==> config.mk <==
export PLATFORM = sky130hd
export DESIGN_NAME = divisor_count_and_sum_unit
export DESIGN_NICKNAME = d
export VERILOG_FILES = /design/src/rtl/dcs_pkg.sv /design/src/rtl/dcs_divider.sv /design/src/rtl/dcs_multiplier.sv /design/src/rtl/divisor_count_and_sum_unit.sv
export SDC_FILE = /design/constraint.sdc
export NUM_CORES = 1
export LEC_CHECK = 0
export BUFFER_PORTS_ARGS = -buffer_cell sky130_fd_sc_hd__buf_2
export CORE_MARGIN = 4
export CORE_UTILIZATION = 45
export DETAILED_ROUTE_END_ITERATION = 16
export PLACE_DENSITY_LB_ADDON = 0.15
export SYNTH_ARGS = -nofsm -noshare
export SYNTH_HDL_FRONTEND = slang
export SYNTH_HIERARCHICAL = 1
export SYNTH_SLANG_ARGS = --single-unit
==> constraint.sdc <==
create_clock -name clock -period 13.18 [get_ports clock]
set_input_delay 0.659 -clock clock [delete_from_list [all_inputs] [get_ports clock]]
set_output_delay 0.659 -clock clock [all_outputs]
set_load 0.02 [all_outputs]
==> src/rtl/dcs_pkg.sv <==
// Shared constants, state encoding and unit interface structs for the
// divisor count and sum block. Used by every module under rtl/.
package dcs_pkg;

   localparam int NUMBER_BITS = 31;
   localparam int NUM_IN_W    = 31;
   localparam int COUNT_OUT_W = 11;
   localparam int SUM_OUT_W   = 34;

   // most internal widths follow from the factored width
   localparam int SUM_W     = NUMBER_BITS + 4;
   localparam int SQ_W      = NUMBER_BITS + 2;
   localparam int CNT_W     = 16;
   localparam int K_W       = $clog2(NUMBER_BITS + 1);
   localparam int DIV_CNT_W = $clog2(NUMBER_BITS);
   localparam int WIDE_W    = (SUM_W > SUM_OUT_W) ? SUM_W : SUM_OUT_W;

   localparam logic [COUNT_OUT_W-1:0] COUNT_MAX = '1;
   localparam logic [SUM_OUT_W-1:0]   SUM_MAX   = '1;

   typedef enum logic [3:0] {
      S_IDLE,
      S_TEST,
      S_DIV,
      S_PW,
      S_CNT,
      S_SUM,
      S_NEXT,
      S_LEFT,
      S_LEFTMUL,
      S_FINISH
   } dcs_state_type;

   typedef struct packed {
      logic                   done;
      logic [NUMBER_BITS-1:0] quotient;
      logic [NUMBER_BITS-1:0] remainder;
   } dcs_div_rsp_type;

   typedef struct packed {
      logic             done;
      logic [SUM_W-1:0] product;
   } dcs_mul_rsp_type;

endpackage

==> src/rtl/dcs_divider.sv <==
// Bit-serial restoring divider, one quotient bit per cycle.
// Depends on dcs_pkg.
module dcs_divider import dcs_pkg::*; (
   input  logic                   clock,
   input  logic                   reset,
   input  logic                   start,
   input  logic [NUMBER_BITS-1:0] dividend,
   input  logic [NUMBER_BITS-1:0] divisor,
   output dcs_div_rsp_type        rsp
);

   logic                   run_ff, run_in;
   logic                   done_ff, done_in;
   logic [DIV_CNT_W-1:0]   cnt_ff, cnt_in;
   logic [NUMBER_BITS-1:0] rem_ff, rem_in;
   logic [NUMBER_BITS-1:0] quo_ff, quo_in;
   logic [NUMBER_BITS-1:0] dvs_ff, dvs_in;
   logic [NUMBER_BITS:0]   shifted;
   logic [NUMBER_BITS:0]   diff;
   logic                   ge;

   always_comb begin
      shifted = {rem_ff, quo_ff[NUMBER_BITS-1]};
      diff    = shifted - {1'b0, dvs_ff};
      ge      = shifted >= {1'b0, dvs_ff};
      run_in  = run_ff;
      done_in = 1'b0;
      cnt_in  = cnt_ff;
      rem_in  = rem_ff;
      quo_in  = quo_ff;
      dvs_in  = dvs_ff;
      if (start) begin
         run_in = 1'b1;
         cnt_in = '0;
         rem_in = '0;
         quo_in = dividend;
         dvs_in = divisor;
      end else if (run_ff) begin
         rem_in = ge ? diff[NUMBER_BITS-1:0] : shifted[NUMBER_BITS-1:0];
         quo_in = {quo_ff[NUMBER_BITS-2:0], ge};
         cnt_in = cnt_ff + DIV_CNT_W'(1);
         if (cnt_ff == DIV_CNT_W'(NUMBER_BITS - 1)) begin
            run_in  = 1'b0;
            done_in = 1'b1;
         end
      end
   end

   always_ff @(posedge clock) begin
      if (reset) begin
         run_ff  <= 1'b0;
         done_ff <= 1'b0;
      end else begin
         run_ff  <= run_in;
         done_ff <= done_in;
      end
      cnt_ff <= cnt_in;
      rem_ff <= rem_in;
      quo_ff <= quo_in;
      dvs_ff <= dvs_in;
   end

   assign rsp.done      = done_ff;
   assign rsp.quotient  = quo_ff;
   assign rsp.remainder = rem_ff;

endmodule

==> src/rtl/dcs_multiplier.sv <==
// Bit-serial shift-add multiplier, one multiplier bit per cycle,
// finishing early once the remaining bits are zero. Depends on dcs_pkg.
module dcs_multiplier import dcs_pkg::*; (
   input  logic             clock,
   input  logic             reset,
   input  logic             start,
   input  logic [SUM_W-1:0] op_a,
   input  logic [SUM_W-1:0] op_b,
   output dcs_mul_rsp_type  rsp
);

   logic             run_ff, run_in;
   logic             done_ff, done_in;
   logic [SUM_W-1:0] a_ff, a_in;
   logic [SUM_W-1:0] b_ff, b_in;
   logic [SUM_W-1:0] acc_ff, acc_in;

   always_comb begin
      run_in  = run_ff;
      done_in = 1'b0;
      a_in    = a_ff;
      b_in    = b_ff;
      acc_in  = acc_ff;
      if (start) begin
         run_in = 1'b1;
         a_in   = op_a;
         b_in   = op_b;
         acc_in = '0;
      end else if (run_ff) begin
         if (b_ff == '0) begin
            run_in  = 1'b0;
            done_in = 1'b1;
         end else begin
            if (b_ff[0]) begin
               acc_in = acc_ff + a_ff;
            end
            a_in = {a_ff[SUM_W-2:0], 1'b0};
            b_in = {1'b0, b_ff[SUM_W-1:1]};
         end
      end
   end

   always_ff @(posedge clock) begin
      if (reset) begin
         run_ff  <= 1'b0;
         done_ff <= 1'b0;
      end else begin
         run_ff  <= run_in;
         done_ff <= done_in;
      end
      a_ff   <= a_in;
      b_ff   <= b_in;
      acc_ff <= acc_in;
   end

   assign rsp.done    = done_ff;
   assign rsp.product = acc_ff;

endmodule

==> src/rtl/divisor_count_and_sum_unit.sv <==
// Divisor count and sum by trial division: controller plus bit-serial
// divider and multiplier. Depends on dcs_pkg, dcs_divider, dcs_multiplier.
//
//   channel  ports                                        handshake
//   request  start, busy, req_number[30:0]                start & !busy
//   result   rsp_strobe, rsp_divisor_count[10:0],         rsp_strobe, one cycle
//            rsp_divisor_sum[33:0]
//
// Each trial divisor costs at least one pass of the bit-serial divider, and
// each prime factor found adds multiplier passes. Zero is answered next cycle.
// Synchronous reset clears control; one result word per accepted word,
// and the receiver cannot stall it.
module divisor_count_and_sum_unit import dcs_pkg::*; (
   input  logic                   clock,
   input  logic                   reset,
   input  logic                   start,
   output logic                   busy,
   input  logic [NUM_IN_W-1:0]    req_number,
   output logic                   rsp_strobe,
   output logic [COUNT_OUT_W-1:0] rsp_divisor_count,
   output logic [SUM_OUT_W-1:0]   rsp_divisor_sum
);

   dcs_state_type          state_ff, state_in;
   logic [NUMBER_BITS-1:0] n_ff, n_in;
   logic [NUMBER_BITS-1:0] d_ff, d_in;
   logic [SQ_W-1:0]        sq_ff, sq_in;
   logic [CNT_W-1:0]       count_ff, count_in;
   logic [SUM_W-1:0]       sum_ff, sum_in;
   logic [K_W-1:0]         k_ff, k_in;
   logic [SUM_W-1:0]       pw_ff, pw_in;
   logic [SUM_W-1:0]       part_ff, part_in;
   logic                   rsp_valid_ff, rsp_valid_in;
   logic [COUNT_OUT_W-1:0] rsp_count_ff, rsp_count_in;
   logic [SUM_OUT_W-1:0]   rsp_sum_ff, rsp_sum_in;

   logic [NUMBER_BITS-1:0] next_d;
   logic [SQ_W-1:0]        next_sq;
   logic                   next_ok;
   logic                   div_start;
   logic                   mul_start;
   logic [SUM_W-1:0]       mul_a;
   logic [SUM_W-1:0]       mul_b;
   dcs_div_rsp_type        div_rsp;
   dcs_mul_rsp_type        mul_rsp;

   dcs_divider u_div (
      .clock    (clock),
      .reset    (reset),
      .start    (div_start),
      .dividend (n_ff),
      .divisor  (d_in),
      .rsp      (div_rsp)
   );

   dcs_multiplier u_mul (
      .clock (clock),
      .reset (reset),
      .start (mul_start),
      .op_a  (mul_a),
      .op_b  (mul_b),
      .rsp   (mul_rsp)
   );

   always_comb begin
      next_d  = (d_ff == NUMBER_BITS'(2)) ? NUMBER_BITS'(3) : d_ff + NUMBER_BITS'(2);
      next_sq = (d_ff == NUMBER_BITS'(2)) ? SQ_W'(9)
                : sq_ff + {d_ff, 2'b00} + SQ_W'(4);
      next_ok = next_sq <= SQ_W'(n_ff);

      state_in     = state_ff;
      n_in         = n_ff;
      d_in         = d_ff;
      sq_in        = sq_ff;
      count_in     = count_ff;
      sum_in       = sum_ff;
      k_in         = k_ff;
      pw_in        = pw_ff;
      part_in      = part_ff;
      rsp_valid_in = 1'b0;
      rsp_count_in = rsp_count_ff;
      rsp_sum_in   = rsp_sum_ff;
      div_start    = 1'b0;
      mul_start    = 1'b0;
      mul_a        = sum_ff;
      mul_b        = part_ff;

      case (state_ff)
         S_IDLE: begin
            if (start) begin
               n_in = NUMBER_BITS'(req_number);
               if (n_in == '0) begin
                  rsp_valid_in = 1'b1;
                  rsp_count_in = '0;
                  rsp_sum_in   = '0;
               end else begin
                  count_in = CNT_W'(1);
                  sum_in   = SUM_W'(1);
                  d_in     = NUMBER_BITS'(2);
                  sq_in    = SQ_W'(4);
                  state_in = S_TEST;
               end
            end
         end
         S_TEST: begin
            if (sq_ff <= SQ_W'(n_ff)) begin
               k_in      = '0;
               pw_in     = SUM_W'(1);
               part_in   = SUM_W'(1);
               div_start = 1'b1;
               state_in  = S_DIV;
            end else begin
               state_in = S_LEFT;
            end
         end
         S_DIV: begin
            if (div_rsp.done) begin
               if (div_rsp.remainder == '0) begin
                  n_in      = div_rsp.quotient;
                  k_in      = k_ff + K_W'(1);
                  mul_start = 1'b1;
                  mul_a     = pw_ff;
                  mul_b     = SUM_W'(d_ff);
                  state_in  = S_PW;
               end else if (k_ff != '0) begin
                  mul_start = 1'b1;
                  mul_a     = SUM_W'(count_ff);
                  mul_b     = SUM_W'(k_ff) + SUM_W'(1);
                  state_in  = S_CNT;
               end else begin
                  d_in  = next_d;
                  sq_in = next_sq;
                  if (next_ok) begin
                     div_start = 1'b1;
                  end else begin
                     state_in = S_LEFT;
                  end
               end
            end
         end
         S_PW: begin
            if (mul_rsp.done) begin
               pw_in     = mul_rsp.product;
               part_in   = part_ff + mul_rsp.product;
               div_start = 1'b1;
               state_in  = S_DIV;
            end
         end
         S_CNT: begin
            if (mul_rsp.done) begin
               count_in  = CNT_W'(mul_rsp.product);
               mul_start = 1'b1;
               mul_a     = sum_ff;
               mul_b     = part_ff;
               state_in  = S_SUM;
            end
         end
         S_SUM: begin
            if (mul_rsp.done) begin
               sum_in   = mul_rsp.product;
               state_in = S_NEXT;
            end
         end
         S_NEXT: begin
            d_in  = next_d;
            sq_in = next_sq;
            if (next_ok) begin
               k_in      = '0;
               pw_in     = SUM_W'(1);
               part_in   = SUM_W'(1);
               div_start = 1'b1;
               state_in  = S_DIV;
            end else begin
               state_in = S_LEFT;
            end
         end
         S_LEFT: begin
            if (n_ff != NUMBER_BITS'(1)) begin
               count_in  = {count_ff[CNT_W-2:0], 1'b0};
               mul_start = 1'b1;
               mul_a     = sum_ff;
               mul_b     = SUM_W'(n_ff) + SUM_W'(1);
               state_in  = S_LEFTMUL;
            end else begin
               state_in = S_FINISH;
            end
         end
         S_LEFTMUL: begin
            if (mul_rsp.done) begin
               sum_in   = mul_rsp.product;
               state_in = S_FINISH;
            end
         end
         S_FINISH: begin
            rsp_valid_in = 1'b1;
            rsp_count_in = (count_ff > CNT_W'(COUNT_MAX)) ? COUNT_MAX
                           : COUNT_OUT_W'(count_ff);
            rsp_sum_in   = (WIDE_W'(sum_ff) > WIDE_W'(SUM_MAX)) ? SUM_MAX
                           : SUM_OUT_W'(sum_ff);
            state_in     = S_IDLE;
         end
         default: begin
            state_in = S_IDLE;
         end
      endcase
   end

   always_ff @(posedge clock) begin
      if (reset) begin
         state_ff     <= S_IDLE;
         rsp_valid_ff <= 1'b0;
      end else begin
         state_ff     <= state_in;
         rsp_valid_ff <= rsp_valid_in;
      end
      n_ff         <= n_in;
      d_ff         <= d_in;
      sq_ff        <= sq_in;
      count_ff     <= count_in;
      sum_ff       <= sum_in;
      k_ff         <= k_in;
      pw_ff        <= pw_in;
      part_ff      <= part_in;
      rsp_count_ff <= rsp_count_in;
      rsp_sum_ff   <= rsp_sum_in;
   end

   assign busy              = (state_ff != S_IDLE);
   assign rsp_strobe        = rsp_valid_ff;
   assign rsp_divisor_count = rsp_count_ff;
   assign rsp_divisor_sum   = rsp_sum_ff;

   a_strobe_idle: assert property (@(posedge clock) disable iff (reset)
      rsp_strobe |-> !busy)
      else $error("result strobe while busy");

   a_div_done_state: assert property (@(posedge clock) disable iff (reset)
      div_rsp.done |-> (state_ff == S_DIV))
      else $error("divider finished outside divide state");

   a_mul_done_state: assert property (@(posedge clock) disable iff (reset)
      mul_rsp.done |-> (state_ff == S_PW || state_ff == S_CNT ||
                        state_ff == S_SUM || state_ff == S_LEFTMUL))
      else $error("multiplier finished outside a multiply state");

   a_finish_strobe: assert property (@(posedge clock) disable iff (reset)
      (state_ff == S_FINISH) |=> rsp_strobe)
      else $error("finish without result strobe");

   a_unit_result: assert property (@(posedge clock) disable iff (reset)
      (rsp_strobe && rsp_divisor_count == COUNT_OUT_W'(1))
         |-> (rsp_divisor_sum == SUM_OUT_W'(1)))
      else $error("single divisor with sum other than one");

endmodule
==> results of run 1 <==
==> report_power, final <==
group	switching (W)	internal [W]
sequential	0.000385	0.00224
combinational	0.00194	0.00109
clock	0.000639	0.000888
==> worst max-delay path: stages, from the launching register on <==
cell and delay (ns):
dfxtp_1 0.55, ha_1 0.31, ha_1 0.35, nand3_1 0.10, nor2_1 0.19, o211ai_1 0.18
a21oi_1 0.57, a31oi_1 0.31, o21a_1 0.32, o21ai_0 0.25, xnor2_1 0.18, nor2_1 0.08
ha_1 0.30, a21o_1 0.19, a21o_1 0.17, a211oi_1 0.25, o21bai_1 0.10, a32oi_1 0.33
and4b_1 0.28, a2bb2oi_1 0.13, o22ai_4 0.15, buf_4 0.47, buf_4 0.69, nand2b_1 0.36
inv_1 0.12, nand2b_1 0.17, o22ai_1 0.11
==> layout make-up <==
cell class,count,area [µm²],share of cell area (%)
inverter,117,439,1.32
multi-input combinational,2356,16100,48.2
antenna,1,2.50,0.00752
clock buffer,72,1480,4.45
clock inverter,30,305,0.917
timing repair buffer,118,686,2.06
tap,864,1080,3.25
sequential,478,13200,39.8
==> worst max path at each step <==
stage | startpoint | to | slack, ns | cells past startpoint
after detailed placement | d_ff[3] | u_div/rem_ff[23] | 6.01 | 26
final | d_ff[3] | u_div/rem_ff[23] | 5.79 | 26
after CTS | d_ff[3] | u_div/rem_ff[23] | 5.96 | 26
after global placement | d_ff[3] | u_div/rem_ff[23] | 6.23 | 26
after floorplan | d_ff[1] | part_ff[0] | 1.57 | 20
after global routing | d_ff[3] | u_div/rem_ff[23] | 5.31 | 26
==> per-layer routing <==
layer / up-vias / share of wire [%]
met5: - / 0.0077
met4: 2 / 3.2
met3: 143 / 6.8
met2: 875 / 43
met1: 11900 / 47
li1: 11600 / -
==> cell usage in the layout (no fill, tap or decap), types with 38 or more instances in the layout <==
master,n
a21o_1,69
dfxtp_1,110
clkbuf_16,55
edfxtp_1,367
a31oi_1,38
xor2_1,40
nand4_1,59
and2_1,99
mux2_2,98
xnor2_1,91
nor4_1,49
a211oi_1,43
a22o_1,38
nand2_1,328
nand3_1,74
a21oi_1,188
nor2_1,228
nor3_1,61
and3_1,49
o21a_1,67
buf_2,80
buf_4,38
ha_1,227
o21ai_0,162
inv_1,115
==> cell families (layout without fill, tap and decap cells) <==
logic type / Yosys count / in the layout / synth area share (%)
compound gates: 808 / 808 / 17.8
mux: 114 / 114 / 4.18
simple gates: 1072 / 1072 / 17.4
xor+xnor: 131 / 131 / 3.79
flops: 478 / 478 / 43.8
fa+ha+maj: 231 / 231 / 9.65
buf+inv: 249 / 337 / 3.46
other cells: 0 / 1 / 0
==> metrics by stage <==
| step | hold WS [ns] | total power [W] | cells | area (µm²) | worst slack, ns |
|---|---|---|---|---|---|
| CTS | 0.301 | 0.00717 | 4035 | 33300 | 5.96 |
| global placement | 0.495 | 0.00556 | 3933 | 31500 | 6.23 |
| finish | 0.331 | 0.00717 | 4036 | 33300 | 5.79 |
| floorplan | 0.465 | 0.00471 | 3083 | 30200 | 1.57 |
| global route | 0.327 | 0.00763 | 4035 | 33300 | 5.31 |
| detailed placement | 0.496 | 0.00562 | 3933 | 31500 | 6.01 |
==> flip-flops by register name, summed over array words and instances, names as in the netlist, 4 cells and up <==
register	flops
part_ff	35
pw_ff	35
sum_ff	35
u_mul/a_ff	35
u_mul/acc_ff	35
u_mul/b_ff	35
rsp_divisor_sum	34
sq_ff	33
d_ff	31
n_ff	31
u_div/dvs_ff	31
u_div/quo_ff	31
u_div/rem_ff	31
count_ff	16
rsp_divisor_count	11
k_ff	5
u_div/cnt_ff	5
state_ff	4
==> results_dict.tcl, run 1 <==
set metrics [dict create \
    status "complete, no violations" \
    wire_per_inst_um 22.6 \
    cts_hold_buffers 0 \
    ant_nets 0 \
    cts_buffers 54 \
    holdPathEnd "n_ff[24]" \
    powerDensity_nw_per_um2 215 \
    crit-reg2reg-launch "d_ff[3]" \
    vias 24600 \
    relSlewSlack_pct 5.68 \
    yosysMostFrequentCell "edfxtp_1" \
    grtUsageTotal_pct 25.0 \
    fin_crit_ns 7.39 \
    synth_area_leader_cell "edfxtp_1" \
    routed_wl_mm 91.2 \
    hold_class "in2reg" \
    syn_area_um2 30200 \
    yosysTopAreaCellShare_pct 36.4 \
    fillers 6109 \
    power_leakage_nw 13.1 \
    clockRootBuffer "clkbuf_16" \
    insertion_delay_ns 0.62 \
    period_share_pct 56.0 \
    synth_common_cells "edfxtp_1, nand2_1, nor2_1, ha_1, a21oi_1" \
    dieArea_um2 71400 \
    worst_pin_slew_ns 1.40 \
    setup_violations 0 \
    antenna_found_initial 3 \
    use_met3_pct 3.47 \
    path_max_fanout 62 \
    peakVddDrop_uv 113 \
    use_met2_pct 38.3 \
    cts_sinks 478 \
    cts_resized 0 \
    seq_area_frac_synth_pct 43.8 \
    io_pins 81 \
    grt_max_degree 75 \
    endpoint_kind "register" \
    rr_endpoint "u_div/rem_ff[23]" \
    final_util_pct 50.3 \
    coreArea_um2 66200 \
    syn_to_final_growth_pct 10.1 \
    fin_nets 3390 \
    start_util_pct 45.7 \
    slew_viol_final 0 \
    row_count 94 \
    syn_area_per_cell_um2 9.81 \
    rsz0062_at_grt "no" \
    max_freq_ghz 0.135 \
    synth-seq-cells 478 \
    cts_setup_buffers 0 \
    drt-initial-drc-count 2338 \
    netlist_instances 3083 \
    worstHoldStart "req_number[24]" \
    drive_gt1_share_pct 11.1 \
    synthArstFlopShare_pct 0 \
    routabilityCongestion 0.978 \
    grt_util_met1_pct 36.7 \
    post-dp-hpwl_mm 67.0 \
    critical_path_class "reg2reg" \
    worstSetupStartpointType "register" \
    synth-main-ff-cell "edfxtp_1" \
    gr-max-usage-layer "met2" \
    clkTransAtPathRegs_ns 0.06 \
    cts_tree "yes" \
    drtPass1Iterations 6 \
    grt_pass1_wl_mm 140 \
    setup_tns_ns 0 \
    fin_skew_ns 0.0214 \
    viasPerCell 6.09 \
    synth_edf_count 367 \
    finalHoldViolCount 0 \
    synthTopCellsByArea "edfxtp_1, ha_1, dfxtp_1, nand2_1, mux2_2" \
    worstRegToRegCells 26 \
    die-width_um 267 \
    clock_path_buffers 3 \
    dieHeight_um 267 \
    grt_remaining_overflow 0 \
    grt_pass1_vias 23400 \
    drc 0 \
    yosysWarnings 6 \
    numPortBuffers 80 \
    syn_nets 3348 \
    cp.arrival_ns 7.84 \
    yosys.cell_types.count 102 \
    r2r_slack_ns 5.79 \
    cp.required_ns 13.63 \
    hold_depth 3 \
    htreeDepth 2 \
    drv_cap 0 \
]
Power figures use the tool's default switching activity.
==> run 2: changes to the inputs <==
clock period = 7.5 ns   (was 13.18 ns; I/O delays follow)
==> run 2 against run 1 <==
Against the previous run:
- global-route usage rose by 0.077 points
- via count fell by 1.1%
- first-iteration DRC count fell by 6.6%
- combinational power rose by 77%
- clock power rose by 79%
- count of clock-buffer cells in the layout rose by 2
- critical path depth fell by 2
- cell area rose by 0.36%
- core utilization rose by 0.18 points
- wire length rose by 0.93%
- worst hold slack got worse by 0.29 ns
- largest cell class unchanged
==> results_dict.tcl, run 2 (synthesis gave the netlist of run 1 again) <==
set metrics [dict create \
    worstSetupStartpointType "register" \
    cts_resized 0 \
    max_freq_ghz 0.154 \
    hold_class "in2reg" \
    syn_to_final_growth_pct 10.4 \
    cpMaxStageDelayCell "nor2_1" \
    grtUsageTotal_pct 25.1 \
    ant_nets 0 \
    drive_gt1_share_pct 11.3 \
    routabilityCongestion 0.976 \
    slew_viol_final 0 \
    grt_pass1_wl_mm 140 \
    wire_per_inst_um 22.8 \
    final_cells 4043 \
    cts_sinks 478 \
    dp_cells 3939 \
    setup_violations 0 \
    drt-initial-drc-count 2184 \
    path_max_fanout 31 \
    worst_pin_slew_ns 1.01 \
    coreArea_um2 66200 \
    fillers 6096 \
    fin_ws_ns 1.01 \
    post-dp-hpwl_mm 67.9 \
    drv_cap 0 \
    cts_setup_buffers 0 \
    row_count 94 \
    io_pins 81 \
    period_share_pct 86.5 \
    cts_hold_buffers 0 \
    critical_path_class "reg2reg" \
    powerDensity_nw_per_um2 380 \
    viasPerCell 6.01 \
    fin_skew_ns 0.0226 \
    grt_max_degree 72 \
    clockRootBuffer "clkbuf_16" \
    rsz0062_at_grt "no" \
    fin_crit_ns 6.49 \
    start_util_pct 45.7 \
    endpoint_kind "register" \
    num_antenna_cells 0 \
    final_common_cell "edfxtp_1" \
    cp.required_ns 7.85 \
    worst-path-buf-inv 3 \
    vias 24300 \
    status "complete, no violations" \
    numPortBuffers 80 \
    cp_top_family "compound AO/OA/AOI/OAI gates" \
    cp.arrival_ns 6.84 \
    finalHoldViolCount 0 \
    slowest_delay_ns 0.52 \
    drtPass1Iterations 6 \
    htreeDepth 2 \
    peakVddDrop_uv 232 \
    clock_path_buffers 3 \
    grt_remaining_overflow 0 \
    relSlewSlack_pct 32.9 \
    dp_slack_ns 1.12 \
    routed_wl_mm 92.0 \
    fin_nets 3397 \
    final_cell_mix "edfxtp_1, nand2_1, nor2_1, ha_1, a21oi_1" \
    dieHeight_um 267 \
    power_leakage_nw 13.2 \
    cts_tree "yes" \
    drc 0 \
    setup_tns_ns 0 \
    clkTransAtPathRegs_ns 0.06 \
    insertion_delay_ns 0.62 \
    grt_pass1_vias 23200 \
    die-width_um 267 \
    cts_buffers 55 \
    crit_chain "ha_1 > ha_1 > fa_1 > a21o_1 > a31o_1 > a31oi_4 > a211oi_2 > o21bai_2 > a21boi_0 > o21a_1 > nor3_1 > nor3_1 > ha_1 > nand4_1 > nor3_1 > inv_1 > a31oi_1 > o211ai_1 > and4b_1 > a2bb2oi_1 > o22ai_4 > nor2_1 > inv_1 > buf_12" \
    antenna_found_initial 3 \
    dieArea_um2 71400 \
]
-- run 2: cell count changes in the layout (fill, tap and decap cells not counted), moves of 2 or more --
cell        delta
buf_12         +2
buf_4          +4
clkbuf_1       +3
clkbuf_8       -2
clkinv_1       -2
clkinv_2       -3
clkinv_4       +5
clkinv_8       -2
clkinvlp_4     -4
inv_16         +2
inv_6          +4
-- run 2: worst reg2reg max path, cell delays in order, from the launching register on --
cell and delay [ns]:
dfxtp_1 0.50, ha_1 0.30, ha_1 0.23, fa_1 0.43, a21o_1 0.21, a31o_1 0.28, a31oi_4 0.21, a211oi_2 0.16
o21bai_2 0.26, a21boi_0 0.13, o21a_1 0.19, nor3_1 0.20, nor3_1 0.08, ha_1 0.32, nand4_1 0.14, nor3_1 0.43
inv_1 0.08, a31oi_1 0.18, o211ai_1 0.20, and4b_1 0.27, a2bb2oi_1 0.33, o22ai_4 0.15, nor2_1 0.53, inv_1 0.18
buf_12 0.21
-- run 2: layout make-up --
cell class	instances	area [µm²]	share of cell area [%]
repair buffers	124	756	2.26
clock inverters	30	339	1.01
well taps	864	1080	3.24
inverters	117	439	1.31
clock buffers	74	1490	4.46
flip-flops and latches	478	13200	39.6
multi-input cells	2356	16100	48.1
-- run 2: power breakdown --
| group | leakage [nW] | internal (W) | switching [W] | total [W] |
|---|---|---|---|---|
| Sequential | 4.30 | 0.00392 | 0.000688 | 0.00461 |
| Combinational | 7.97 | 0.00193 | 0.00342 | 0.00536 |
| Clock | 0.882 | 0.00158 | 0.00115 | 0.00274 |
| Total | 13.2 | 0.00744 | 0.00526 | 0.0127 |
-- run 2: per-stage QoR --
stage | hold slack, ns | util (%) | power [W] | area, µm²
final | 0.0400 | 50.5 | 0.0127 | 33400
after global routing | 0.0251 | 50.5 | 0.0135 | 33400
after CTS | 0.000623 | 50.5 | 0.0127 | 33400
after detailed placement | 0.508 | 47.7 | 0.00993 | 31600
after global placement | 0.496 | 47.7 | 0.00981 | 31600
after floorplan | 0.444 | - | 0.00825 | 30300
-- run 2: metal layers --
metal	wire length (µm)	vias to the layer above	global-route usage [%]
li1	-	11600	-
met1	43500	11800	36.8
met2	40300	752	39.0
met3	5750	122	3.42
met4	2520	2	6.84
met5	17	-	0
-- run 2: final timing paths --
check | start | to | slack (ns) | depth (start not counted)
worst min-delay path | req_number[18] | n_ff[18] | 0.04 | 3
worst max-delay path | d_ff[1] | u_div/quo_ff[28] | 1.01 | 24
worst max register to register | d_ff[1] | u_div/quo_ff[28] | 1.01 | 24
worst min register to register | u_div/rem_ff[8] | u_div/rem_ff[8] | 0.51 | 2
